**src/lcf_pkg.sv**
```systemverilog
// Shared types, constants and configuration codes of the mood-lamp color engine.
package lcf_pkg;

    // Default sizes handed to the top level.
    localparam int PALETTE_DEPTH_DEF = 16;
    localparam int MAX_LEDS_DEF      = 32;

    // Fixed field widths.
    localparam int COLOR_W   = 24;
    localparam int CHAN_W    = 8;
    localparam int DELAY_W   = 10;
    localparam int SLOT_W    = 4;
    localparam int PICK_W    = 16;
    localparam int JITTER_W  = 5;
    localparam int LEDIDX_W  = 5;
    localparam int MASK_W    = 32;
    localparam int CFG_IDX_W = 3;
    localparam int CFG_DAT_W = 32;

    // Stream payload widths, padded to whole bytes.
    localparam int S_DATA_W = 56;
    localparam int M_DATA_W = 40;

    // Shared divider: dividend and divisor widths.
    localparam int DIV_N_W   = 16;
    localparam int DIV_D_W   = 9;
    localparam int DIV_CNT_W = 4;

    // Numerator of the tick interval.
    localparam logic [DIV_N_W-1:0] DELAY_NUM = 16'd1000;

    // Input item kinds carried in tuser.
    localparam logic ACT_TICK  = 1'b0;
    localparam logic ACT_WRITE = 1'b1;

    // Configuration register indexes.
    localparam logic [CFG_IDX_W-1:0] CFG_LIQUID_MODE   = 3'd0;
    localparam logic [CFG_IDX_W-1:0] CFG_FADE_SPEED    = 3'd1;
    localparam logic [CFG_IDX_W-1:0] CFG_PALETTE_COUNT = 3'd2;
    localparam logic [CFG_IDX_W-1:0] CFG_LED_COUNT     = 3'd3;
    localparam logic [CFG_IDX_W-1:0] CFG_LED_MASK      = 3'd4;

    // Request to the shared divider.
    typedef struct packed {
        logic               start;
        logic [DIV_N_W-1:0] dividend;
        logic [DIV_D_W-1:0] divisor;
    } div_req_t;

    // Response of the shared divider.
    typedef struct packed {
        logic               done;
        logic [DIV_N_W-1:0] quotient;
        logic [DIV_D_W-1:0] remainder;
    } div_rsp_t;

endpackage

```
**src/lcf_div.sv**
```systemverilog
// Shared restoring divider: one quotient bit per cycle, quotient and remainder out.
module lcf_div
(
    input  logic              clk,
    input  logic              rst_n,
    input  lcf_pkg::div_req_t req,
    output lcf_pkg::div_rsp_t rsp
);

    logic                            busy_reg;
    logic                            done_reg;
    logic [lcf_pkg::DIV_CNT_W-1:0]   cnt_reg;
    logic [lcf_pkg::DIV_D_W-1:0]     rem_reg;
    logic [lcf_pkg::DIV_N_W-1:0]     quo_reg;
    logic [lcf_pkg::DIV_D_W-1:0]     dvs_reg;

    logic [lcf_pkg::DIV_D_W:0]       trial;
    logic [lcf_pkg::DIV_D_W:0]       diff;
    logic                            fits;
    logic [lcf_pkg::DIV_D_W-1:0]     rem_next;

    // One trial subtraction of the partial remainder.
    always_comb
    begin
        trial    = {rem_reg, quo_reg[lcf_pkg::DIV_N_W-1]};
        fits     = trial >= {1'b0, dvs_reg};
        diff     = trial - {1'b0, dvs_reg};
        rem_next = fits ? diff[lcf_pkg::DIV_D_W-1:0] : trial[lcf_pkg::DIV_D_W-1:0];
    end

    // Iteration control; the quotient bits shift in where the dividend shifts out.
    always_ff @(posedge clk or negedge rst_n)
    begin
        if (!rst_n)
        begin
            busy_reg <= 1'b0;
            done_reg <= 1'b0;
            cnt_reg  <= '0;
            rem_reg  <= '0;
            quo_reg  <= '0;
            dvs_reg  <= '0;
        end
        else
        begin
            done_reg <= 1'b0;
            if (req.start)
            begin
                busy_reg <= 1'b1;
                cnt_reg  <= '0;
                rem_reg  <= '0;
                quo_reg  <= req.dividend;
                dvs_reg  <= req.divisor;
            end
            else if (busy_reg)
            begin
                rem_reg <= rem_next;
                quo_reg <= {quo_reg[lcf_pkg::DIV_N_W-2:0], fits};
                cnt_reg <= cnt_reg + 1'b1;
                if (cnt_reg == lcf_pkg::DIV_CNT_W'(lcf_pkg::DIV_N_W - 1))
                begin
                    busy_reg <= 1'b0;
                    done_reg <= 1'b1;
                end
            end
        end
    end

    assign rsp.done      = done_reg;
    assign rsp.quotient  = quo_reg;
    assign rsp.remainder = rem_reg;

endmodule

```
**src/led_color_fader_shuffle_palette_top.sv**
```systemverilog
// Top level of the mood-lamp color engine: sequencer, palette and bag memories, output stage.
//
// A palette write is taken while the sequencer stays idle. When the color is only
// stepped, a tick goes from idle through the step state to emitting. When a new
// target is drawn, the tick adds two passes of the shared 16-step divider
// (interval and bag index). When the bag is empty it also adds a refill that
// copies each palette entry in use, and every bag entry above the drawn one is
// read and written back one place lower. The sequencer then emits one LED result
// per cycle while the output is taken.
// The input is ready only while the sequencer is idle; the last result of a
// tick may still wait in the output register while the next item is accepted.
// Palette and bag contents are undefined until written; no clearing pass runs.
module led_color_fader_shuffle_palette_top
#(
    parameter int PALETTE_DEPTH = lcf_pkg::PALETTE_DEPTH_DEF,
    parameter int MAX_LEDS      = lcf_pkg::MAX_LEDS_DEF
)
(
    input  logic                          clk,
    input  logic                          rst_n,
    // Configuration write port.
    input  logic                          cfg_we,
    input  logic [lcf_pkg::CFG_IDX_W-1:0] cfg_index,
    input  logic [lcf_pkg::CFG_DAT_W-1:0] cfg_data,
    // Input requests.
    input  logic                          s_tvalid,
    output logic                          s_tready,
    // tdata: entry_index[3:0], entry_color[27:4], pick_random[43:28],
    //        jitter_random[48:44], zero fill[55:49]
    input  logic [lcf_pkg::S_DATA_W-1:0]  s_tdata,
    // tuser: action[0]
    input  logic                          s_tuser,
    // Output requests.
    output logic                          m_tvalid,
    input  logic                          m_tready,
    // tdata: led_index[4:0], led_color[28:5], delay_ms[38:29], zero fill[39]
    output logic [lcf_pkg::M_DATA_W-1:0]  m_tdata,
    output logic                          m_tlast
);

    localparam int PIDX_W = $clog2(PALETTE_DEPTH);
    localparam int UW     = $clog2(PALETTE_DEPTH + 1);
    localparam int LCNT_W = $clog2(MAX_LEDS + 1);

    typedef enum logic [3:0] {
        ST_IDLE,
        ST_LOAD0,
        ST_DLY_WAIT,
        ST_FILL,
        ST_MOD_WAIT,
        ST_BAG_GET,
        ST_SH_RD,
        ST_SH_WR,
        ST_STEP,
        ST_EMIT
    } state_t;

    // Step one channel toward its target.
    function automatic logic [lcf_pkg::CHAN_W-1:0] step_toward(
        input logic [lcf_pkg::CHAN_W-1:0] cur,
        input logic [lcf_pkg::CHAN_W-1:0] tgt
    );
        logic [lcf_pkg::CHAN_W-1:0] res;
        if (cur > tgt)
            res = cur - 1'b1;
        else if (cur < tgt)
            res = cur + 1'b1;
        else
            res = cur;
        return res;
    endfunction

    state_t                            state_reg;

    // Configuration registers.
    logic                              liquid_mode_reg;
    logic [7:0]                        fade_speed_reg;
    logic [4:0]                        palette_count_reg;
    logic [5:0]                        led_count_reg;
    logic [lcf_pkg::MASK_W-1:0]        led_mask_reg;

    // Lamp state.
    logic [UW-1:0]                     bag_size_reg;
    logic [lcf_pkg::CHAN_W-1:0]        cur_r_reg, cur_g_reg, cur_b_reg;
    logic [lcf_pkg::CHAN_W-1:0]        tgt_r_reg, tgt_g_reg, tgt_b_reg;
    logic [lcf_pkg::DELAY_W-1:0]       tick_delay_reg;

    // Sequencer working registers.
    logic [UW-1:0]                     k_reg;
    logic [lcf_pkg::PICK_W-1:0]        pick_reg;
    logic [lcf_pkg::COLOR_W-1:0]       rgb_reg;
    logic [LCNT_W-1:0]                 led_i_reg;
    lcf_pkg::div_req_t                 div_req_reg;
    lcf_pkg::div_rsp_t                 div_rsp;

    // Output stage.
    logic                              m_tvalid_reg;
    logic [lcf_pkg::M_DATA_W-1:0]      m_tdata_reg;
    logic                              m_tlast_reg;

    // Memories.
    logic [lcf_pkg::COLOR_W-1:0]       palette_mem [PALETTE_DEPTH];
    logic [lcf_pkg::COLOR_W-1:0]       bag_mem     [PALETTE_DEPTH];
    logic [lcf_pkg::COLOR_W-1:0]       pal_q_reg;
    logic [lcf_pkg::COLOR_W-1:0]       bag_q_reg;
    logic [PIDX_W-1:0]                 pal_raddr;
    logic [PIDX_W-1:0]                 bag_raddr;
    logic                              bag_we;
    logic [PIDX_W-1:0]                 bag_waddr;
    logic [lcf_pkg::COLOR_W-1:0]       bag_wdata;
    logic                              pal_we;

    // Input fields.
    logic [lcf_pkg::SLOT_W-1:0]        entry_index;
    logic [lcf_pkg::COLOR_W-1:0]       entry_color;
    logic [lcf_pkg::PICK_W-1:0]        pick_random;
    logic [lcf_pkg::JITTER_W-1:0]      jitter_random;
    logic                              accept;

    // Derived values.
    logic [UW-1:0]                     used;
    logic [LCNT_W-1:0]                 leds;
    logic                              at_target;
    logic [lcf_pkg::CHAN_W-1:0]        cur_r_next, cur_g_next, cur_b_next;
    logic [7:0]                        led_wide;
    logic                              led_on;
    logic                              out_free;
    logic [UW-1:0]                     k_plus1;

    assign entry_index   = s_tdata[3:0];
    assign entry_color   = s_tdata[27:4];
    assign pick_random   = s_tdata[43:28];
    assign jitter_random = s_tdata[48:44];

    assign s_tready = (state_reg == ST_IDLE);
    assign accept   = s_tvalid && s_tready;
    assign pal_we   = accept && (s_tuser == lcf_pkg::ACT_WRITE)
                      && (32'(entry_index) < PALETTE_DEPTH);

    // Saturated counts and the fade step.
    always_comb
    begin
        used = (32'(palette_count_reg) > PALETTE_DEPTH) ? UW'(PALETTE_DEPTH)
                                                         : UW'(palette_count_reg);
        leds = (32'(led_count_reg) > MAX_LEDS) ? LCNT_W'(MAX_LEDS)
                                                : LCNT_W'(led_count_reg);
        at_target  = (cur_r_reg == tgt_r_reg) && (cur_g_reg == tgt_g_reg)
                     && (cur_b_reg == tgt_b_reg);
        cur_r_next = step_toward(cur_r_reg, tgt_r_reg);
        cur_g_next = step_toward(cur_g_reg, tgt_g_reg);
        cur_b_next = step_toward(cur_b_reg, tgt_b_reg);
        led_wide   = 8'(led_i_reg);
        led_on     = (led_wide < 8'd32) && led_mask_reg[led_wide[4:0]];
        out_free   = !m_tvalid_reg || m_tready;
        k_plus1    = k_reg + UW'(1);
    end

    // Memory addresses and bag writes.
    always_comb
    begin
        pal_raddr = '0;
        bag_raddr = '0;
        bag_we    = 1'b0;
        bag_waddr = '0;
        bag_wdata = pal_q_reg;
        unique case (state_reg)
            ST_FILL:
            begin
                pal_raddr = PIDX_W'(k_reg);
                bag_we    = (k_reg != '0);
                bag_waddr = PIDX_W'(k_reg - UW'(1));
                bag_wdata = pal_q_reg;
            end
            ST_MOD_WAIT:
            begin
                bag_raddr = PIDX_W'(div_rsp.remainder);
            end
            ST_SH_RD:
            begin
                bag_raddr = PIDX_W'(k_plus1);
            end
            ST_SH_WR:
            begin
                bag_we    = 1'b1;
                bag_waddr = PIDX_W'(k_reg);
                bag_wdata = bag_q_reg;
            end
            default:
            begin
                pal_raddr = '0;
            end
        endcase
    end

    // Palette memory with registered read.
    always_ff @(posedge clk)
    begin
        if (pal_we)
            palette_mem[PIDX_W'(entry_index)] <= entry_color;
        pal_q_reg <= palette_mem[pal_raddr];
    end

    // Shuffle bag memory with registered read.
    always_ff @(posedge clk)
    begin
        if (bag_we)
            bag_mem[bag_waddr] <= bag_wdata;
        bag_q_reg <= bag_mem[bag_raddr];
    end

    // Shared divider for the tick interval and the bag index.
    lcf_div u_div
    (
        .clk   (clk),
        .rst_n (rst_n),
        .req   (div_req_reg),
        .rsp   (div_rsp)
    );

    // Sequencer, configuration registers and output stage.
    always_ff @(posedge clk or negedge rst_n)
    begin
        if (!rst_n)
        begin
            state_reg         <= ST_IDLE;
            liquid_mode_reg   <= 1'b0;
            fade_speed_reg    <= '0;
            palette_count_reg <= '0;
            led_count_reg     <= '0;
            led_mask_reg      <= '1;
            bag_size_reg      <= '0;
            cur_r_reg         <= '0;
            cur_g_reg         <= '0;
            cur_b_reg         <= '0;
            tgt_r_reg         <= '0;
            tgt_g_reg         <= '0;
            tgt_b_reg         <= '0;
            tick_delay_reg    <= '0;
            k_reg             <= '0;
            pick_reg          <= '0;
            rgb_reg           <= '0;
            led_i_reg         <= '0;
            div_req_reg       <= '0;
            m_tvalid_reg      <= 1'b0;
            m_tdata_reg       <= '0;
            m_tlast_reg       <= 1'b0;
        end
        else
        begin
            div_req_reg.start <= 1'b0;
            if (m_tvalid_reg && m_tready)
                m_tvalid_reg <= 1'b0;

            // Configuration writes.
            if (cfg_we)
            begin
                unique case (cfg_index)
                    lcf_pkg::CFG_LIQUID_MODE:   liquid_mode_reg   <= cfg_data[0];
                    lcf_pkg::CFG_FADE_SPEED:    fade_speed_reg    <= cfg_data[7:0];
                    lcf_pkg::CFG_PALETTE_COUNT: palette_count_reg <= cfg_data[4:0];
                    lcf_pkg::CFG_LED_COUNT:     led_count_reg     <= cfg_data[5:0];
                    lcf_pkg::CFG_LED_MASK:      led_mask_reg      <= cfg_data;
                    default:                    ;
                endcase
            end

            unique case (state_reg)
                ST_IDLE:
                begin
                    if (accept && (s_tuser == lcf_pkg::ACT_TICK))
                    begin
                        pick_reg  <= pick_random;
                        led_i_reg <= '0;
                        if (liquid_mode_reg && (used > UW'(1)))
                        begin
                            if (at_target)
                            begin
                                div_req_reg.start    <= 1'b1;
                                div_req_reg.dividend <= lcf_pkg::DELAY_NUM;
                                div_req_reg.divisor  <=
                                    lcf_pkg::DIV_D_W'(fade_speed_reg)
                                    + lcf_pkg::DIV_D_W'(jitter_random)
                                    + lcf_pkg::DIV_D_W'(1);
                                state_reg <= ST_DLY_WAIT;
                            end
                            else
                            begin
                                state_reg <= ST_STEP;
                            end
                        end
                        else if (used != '0)
                        begin
                            state_reg <= ST_LOAD0;
                        end
                        else
                        begin
                            rgb_reg   <= '0;
                            state_reg <= ST_EMIT;
                        end
                    end
                end

                // Static color: palette entry 0 was read at the accept edge.
                ST_LOAD0:
                begin
                    rgb_reg   <= pal_q_reg;
                    state_reg <= ST_EMIT;
                end

                // New interval ready; refill the bag if it ran empty.
                ST_DLY_WAIT:
                begin
                    if (div_rsp.done)
                    begin
                        tick_delay_reg <= div_rsp.quotient[lcf_pkg::DELAY_W-1:0];
                        if (bag_size_reg == '0)
                        begin
                            k_reg     <= '0;
                            state_reg <= ST_FILL;
                        end
                        else
                        begin
                            div_req_reg.start    <= 1'b1;
                            div_req_reg.dividend <= pick_reg;
                            div_req_reg.divisor  <= lcf_pkg::DIV_D_W'(bag_size_reg);
                            state_reg            <= ST_MOD_WAIT;
                        end
                    end
                end

                // Copy the palette into the bag, one entry behind the read.
                ST_FILL:
                begin
                    if (k_reg == used)
                    begin
                        bag_size_reg         <= used;
                        div_req_reg.start    <= 1'b1;
                        div_req_reg.dividend <= pick_reg;
                        div_req_reg.divisor  <= lcf_pkg::DIV_D_W'(used);
                        state_reg            <= ST_MOD_WAIT;
                    end
                    else
                    begin
                        k_reg <= k_plus1;
                    end
                end

                // Bag index ready; its entry is read in this cycle.
                ST_MOD_WAIT:
                begin
                    if (div_rsp.done)
                    begin
                        k_reg     <= UW'(div_rsp.remainder);
                        state_reg <= ST_BAG_GET;
                    end
                end

                ST_BAG_GET:
                begin
                    tgt_r_reg <= bag_q_reg[23:16];
                    tgt_g_reg <= bag_q_reg[15:8];
                    tgt_b_reg <= bag_q_reg[7:0];
                    state_reg <= ST_SH_RD;
                end

                // Close the gap left by the drawn entry.
                ST_SH_RD:
                begin
                    if (k_plus1 < bag_size_reg)
                    begin
                        state_reg <= ST_SH_WR;
                    end
                    else
                    begin
                        bag_size_reg <= bag_size_reg - UW'(1);
                        state_reg    <= ST_STEP;
                    end
                end

                ST_SH_WR:
                begin
                    k_reg     <= k_plus1;
                    state_reg <= ST_SH_RD;
                end

                ST_STEP:
                begin
                    cur_r_reg <= cur_r_next;
                    cur_g_reg <= cur_g_next;
                    cur_b_reg <= cur_b_next;
                    rgb_reg   <= {cur_r_next, cur_g_next, cur_b_next};
                    state_reg <= ST_EMIT;
                end

                // One LED result per free output slot.
                ST_EMIT:
                begin
                    if (led_i_reg == leds)
                    begin
                        state_reg <= ST_IDLE;
                    end
                    else if (out_free)
                    begin
                        m_tvalid_reg <= 1'b1;
                        m_tdata_reg  <= {1'b0, tick_delay_reg,
                                         led_on ? rgb_reg : {lcf_pkg::COLOR_W{1'b0}},
                                         led_wide[lcf_pkg::LEDIDX_W-1:0]};
                        m_tlast_reg  <= ((led_i_reg + LCNT_W'(1)) == leds);
                        led_i_reg    <= led_i_reg + LCNT_W'(1);
                    end
                end

                default:
                begin
                    state_reg <= ST_IDLE;
                end
            endcase
        end
    end

    assign m_tvalid = m_tvalid_reg;
    assign m_tdata  = m_tdata_reg;
    assign m_tlast  = m_tlast_reg;

endmodule
```
**config.mk**
```make
export PLATFORM = sky130hd
export DESIGN_NAME = led_color_fader_shuffle_palette_top
export DESIGN_NICKNAME = d
export VERILOG_FILES = /design/src/lcf_pkg.sv /design/src/lcf_div.sv /design/src/led_color_fader_shuffle_palette_top.sv
export SDC_FILE = /design/constraint.sdc
export NUM_CORES = 2
export LEC_CHECK = 0
export ABC_AREA = 1
export ABC_CLOCK_PERIOD_IN_PS = 2700
export BUFFER_PORTS_ARGS = -buffer_cell sky130_fd_sc_hd__buf_4
export CORE_ASPECT_RATIO = 0.7
export CORE_UTILIZATION = 58
export CTS_BUF_LIST = sky130_fd_sc_hd__clkbuf_8
export DETAILED_ROUTE_END_ITERATION = 12
export PLACE_DENSITY = 0.78
export SLEW_MARGIN = 20
export SYNTH_ARGS = -nofsm -noshare
export SYNTH_HDL_FRONTEND = slang
export SYNTH_SLANG_ARGS = --single-unit
```
**constraint.sdc**
```tcl
create_clock -name clk -period 2.7 [get_ports clk]
set_input_delay 0.135 -clock clk [delete_from_list [all_inputs] [get_ports clk]]
set_output_delay 0.135 -clock clk [all_outputs]
set_load 0.02 [all_outputs]
```
==> key figures <==
STA
  • Max Freq: 0.3783 GHz
  • Fin worst setup slack: 0.05636 ns
  • Max_slew headroom: 0.3886
  • Final Hold Vio Count: 0
  • Clock Skews: 0.04203 ns
  • Max Transition Viols Final: 0
  • Min Clock Period, post-route: 2.644 ns
  • Final setup violation count: 0
  • RSZ-0062 raised after global routing: yes
  • Actual slew at the worst max-slew pin: 0.9171 ns
  • Fin crit share: 0.9791
  • Setup TNS Final: 0 ns

Placement
  • Post-place setup slack: -0.01913 ns
  • GPL Wtd Cong: 0.9000
  • PortBufs: 131
  • Final HPWL DP: 71640 um
  • Placed insts: 5213

Floorplan
  • DIE HEIGHT: 239.2 um
  • Die area: 81560 um2
  • Die width: 340.9 um
  • Area of the core: 79090 um2
  • Num rows: 86
  • Initial core utilization: 0.5896
  • Boundary Pins: 140

Routing
  • Routed wire per std cell: 21.36 um
  • ANT nets after route: 0
  • DR vias: 33780
  • Vias per cell: 5.989
  • 1st-pass router iterations: 6
  • Total Wirelength: 120500 um
  • Iter 0 DRT Violations: 4168
  • Drt drc: 0

Pwr
  • Net Sw Frac: 0.3309
  • P_leak: 21.14 nW
  • Power density over the cells: 807.8 nW/um2
  • Internal power: 29.22 mW
  • Part of the power in the clock network: 0.279
  • Combinational share of power: 0.245
  • Worst ir drop on vdd: 0.7808 mV
  • P_sw: 14.45 mW
  • Reg power frac: 0.475

Cells and area
  • Share of cells above drive strength 1: 0.1660
  • Most common cell after layout, fill and taps aside: edfxtp_1
  • Non-Filler Instances: 5641
  • # nets final: 4605
  • Number of fill cells: 5479
  • P&R area growth vs syn: 15.91%
  • Reg area: 31000 um2
  • Most frequent cells in the layout: 768 x edfxtp_1, 725 x nand2_1, 440 x nand3_1, 391 x inv_1, 277 x o21ai_0
  • Area of the multi-input gates: 13540 um2

Yosys
  • Synthesized instance count: 4100
  • Register area share after synthesis: 0.6646
  • Leading area contributor after synthesis: edfxtp_1
  • Area contributors post-synth: edfxtp_1 49%, dfrtp_1 13%, nand2_1 5.9%
  • Yosys warnings: 0
  • Adder and majority cell fraction of the synthesized area: 0.01535
  • XOR/XNOR Fraction of Synth Area: 0.008827
  • Post-Synth Simple-Gate Area: 0.1533
  • Syn_nets: 4253
  • Netlist cell types: 54
  • Post-synth ARST share: 0.2534
  • Post-Syn Area per Cell: 11.37 um2
  • Ys flop type: edfxtp_1
  • Mapped Area: 46630 um2
  • Mux cell area share after synthesis: 0.005795
  • Register bit total from synthesis: 1093
  • Largest family of logic cells by synthesized area: simple AND/OR/NAND/NOR gates
  • Compound-cell area share of the yosys netlist: 0.1030
  • Yosys top cell area share: 0.4945
  • EDFF count, synth: 768

Setup path
  • CP Max Fanout: 16
  • Setup crit start kind: flop
  • Required time of the worst setup path: 3.17 ns
  • Setup CP Type: flop to flop
  • WP data arrival: 3.11 ns
  • Endpoint class of the critical path: flop

CTS
  • CTS HTree Levels: 4
  • CTS root buf: clkbuf_8
  • TritonCTS clock tree: done
  • Clk sinks: 1093
  • Clk_lat worst skew: 0.83 ns
  • Num CTS Buffers: 156
  • Clock-pin slew on the worst setup and hold paths: 0.07 ns
  • Clock buffer depth: 3

Global routing
  • Vias in the first global route: 32400
  • Grt total ovfl: 0
  • Largest net degree at the start of global routing: 123
  • Initial antenna violation count: 0
  • First-pass GRT wire length: 184100 um
  • Total track usage: 0.2950

Run status
  • Status: complete, no violations

Worst hold path
  • Worst Hold Class: input pin to flop

Flow run
  • Max-cap viol count: 0
==> cell usage after synthesis, drive strengths merged, types with 13 or more instances <==
library cell,count
mux2,24
nand4,38
nor2,174
o211ai,266
dfstp,32
dfxtp,48
o21ai,278
nor3,21
nand2,733
o221ai,96
buf,98
edfxtp,768
or2,171
inv,324
a21oi,52
o22ai,21
clkbuf,130
nand3,442
ha,54
a31oi,13
xor2,38
dfrtp,245
==> power groups by stage <==
stage | clock network (mW) | logic [mW] | registers (mW)
3_5_place_dp | 0 | 10.0 | 21.0
4_1_cts | 12.3 | 10.4 | 20.7
3_3_place_gp | 0 | 9.70 | 21.0
2_1_floorplan | 0 | 6.82 | 20.8
6_report | 12.2 | 10.7 | 20.8
5_1_grt | 13.0 | 11.9 | 20.9
==> path summary, 6_finish.rpt <==
path	from	endpoint	slack, ns	cells after the start
min in group asynchronous	rst_n	led_mask_reg[30]	0.51	3
max in group asynchronous	rst_n	m_tdata[5]	1.70	4
worst max register to register	k_reg[0]	bag_mem[3][1]	0.06	6
worst max-delay path	k_reg[0]	bag_mem[3][1]	0.06	6
worst min-delay path	s_tdata[3]	palette_mem[13][21]	0.04	4
worst min register to register	u_div.cnt_reg[3]	u_div.cnt_reg[3]	0.48	1
==> logic make-up (layout without fill, tap and decap cells) <==
family / count (synthesis) / in the layout
compound gates: 737 / 737
xor+xnor: 47 / 47
fa+ha+maj: 56 / 56
buf+inv: 555 / 1039
flops: 1093 / 1093
mux: 24 / 24
other cells: 1 / 2
simple gates: 1587 / 1587
==> per-stage QoR <==
| stage | instance area, um2 | power [mW] | utilization | hold slack [ns] |
|---|---|---|---|---|
| 4_1_cts | 53990 | 43.34 | 0.6826 | 0.002435 |
| 3_5_place_dp | 49740 | 31.04 | 0.6289 | 0.1508 |
| 5_1_grt | 54050 | 45.88 | 0.6834 | 0.04895 |
| 3_3_place_gp | 49740 | 30.69 | 0.6289 | 0.1506 |
| 6_report | 54050 | 43.67 | 0.6835 | 0.04349 |
| 2_1_floorplan | 46690 | 27.61 | - | -0.1606 |
==> layer usage <==
metal / up-vias / GRT usage / wire length (um)
li1: 15340 / - / -
met1: 16340 / 0.4321 / 50470
met2: 1852 / 0.4351 / 53750
met3: 258 / 0.06294 / 12720
met4: 0 / 0.1110 / 3555
met5: - / 0 / 0
==> what timing repair did <==
action                                 4_1_cts  5_1_grt
setup buffers                                0        2
resized for setup                            1        8
hold buffers                               134        0
setup endpoints to repair                   35       43
pin swaps                                    0        1
cloned                                       0        1
endpoints found under the hold margin      867        0
==> final cells by class <==
type                            count  share of cell area
Multi-Input combinational cell   2452              0.2505
Antenna cell                        1          0.00004629
Timing Repair Buffer              422             0.07539
Inverter                          327             0.02275
Clock inverter                    118            0.009629
Tap cell                         1056             0.02444
Clock buffer                      172             0.04379
Sequential cell                  1093              0.5735
==> critical path: stages, from the launching register on <==
cell      delay [ns]
dfrtp_4         0.47
clkinv_1        0.22
ha_1            0.41
o22ai_1         0.29
nand3_1         0.35
nor2_4          0.22
buf_4           0.31
No activity file was read; power rests on OpenSTA's default activity.
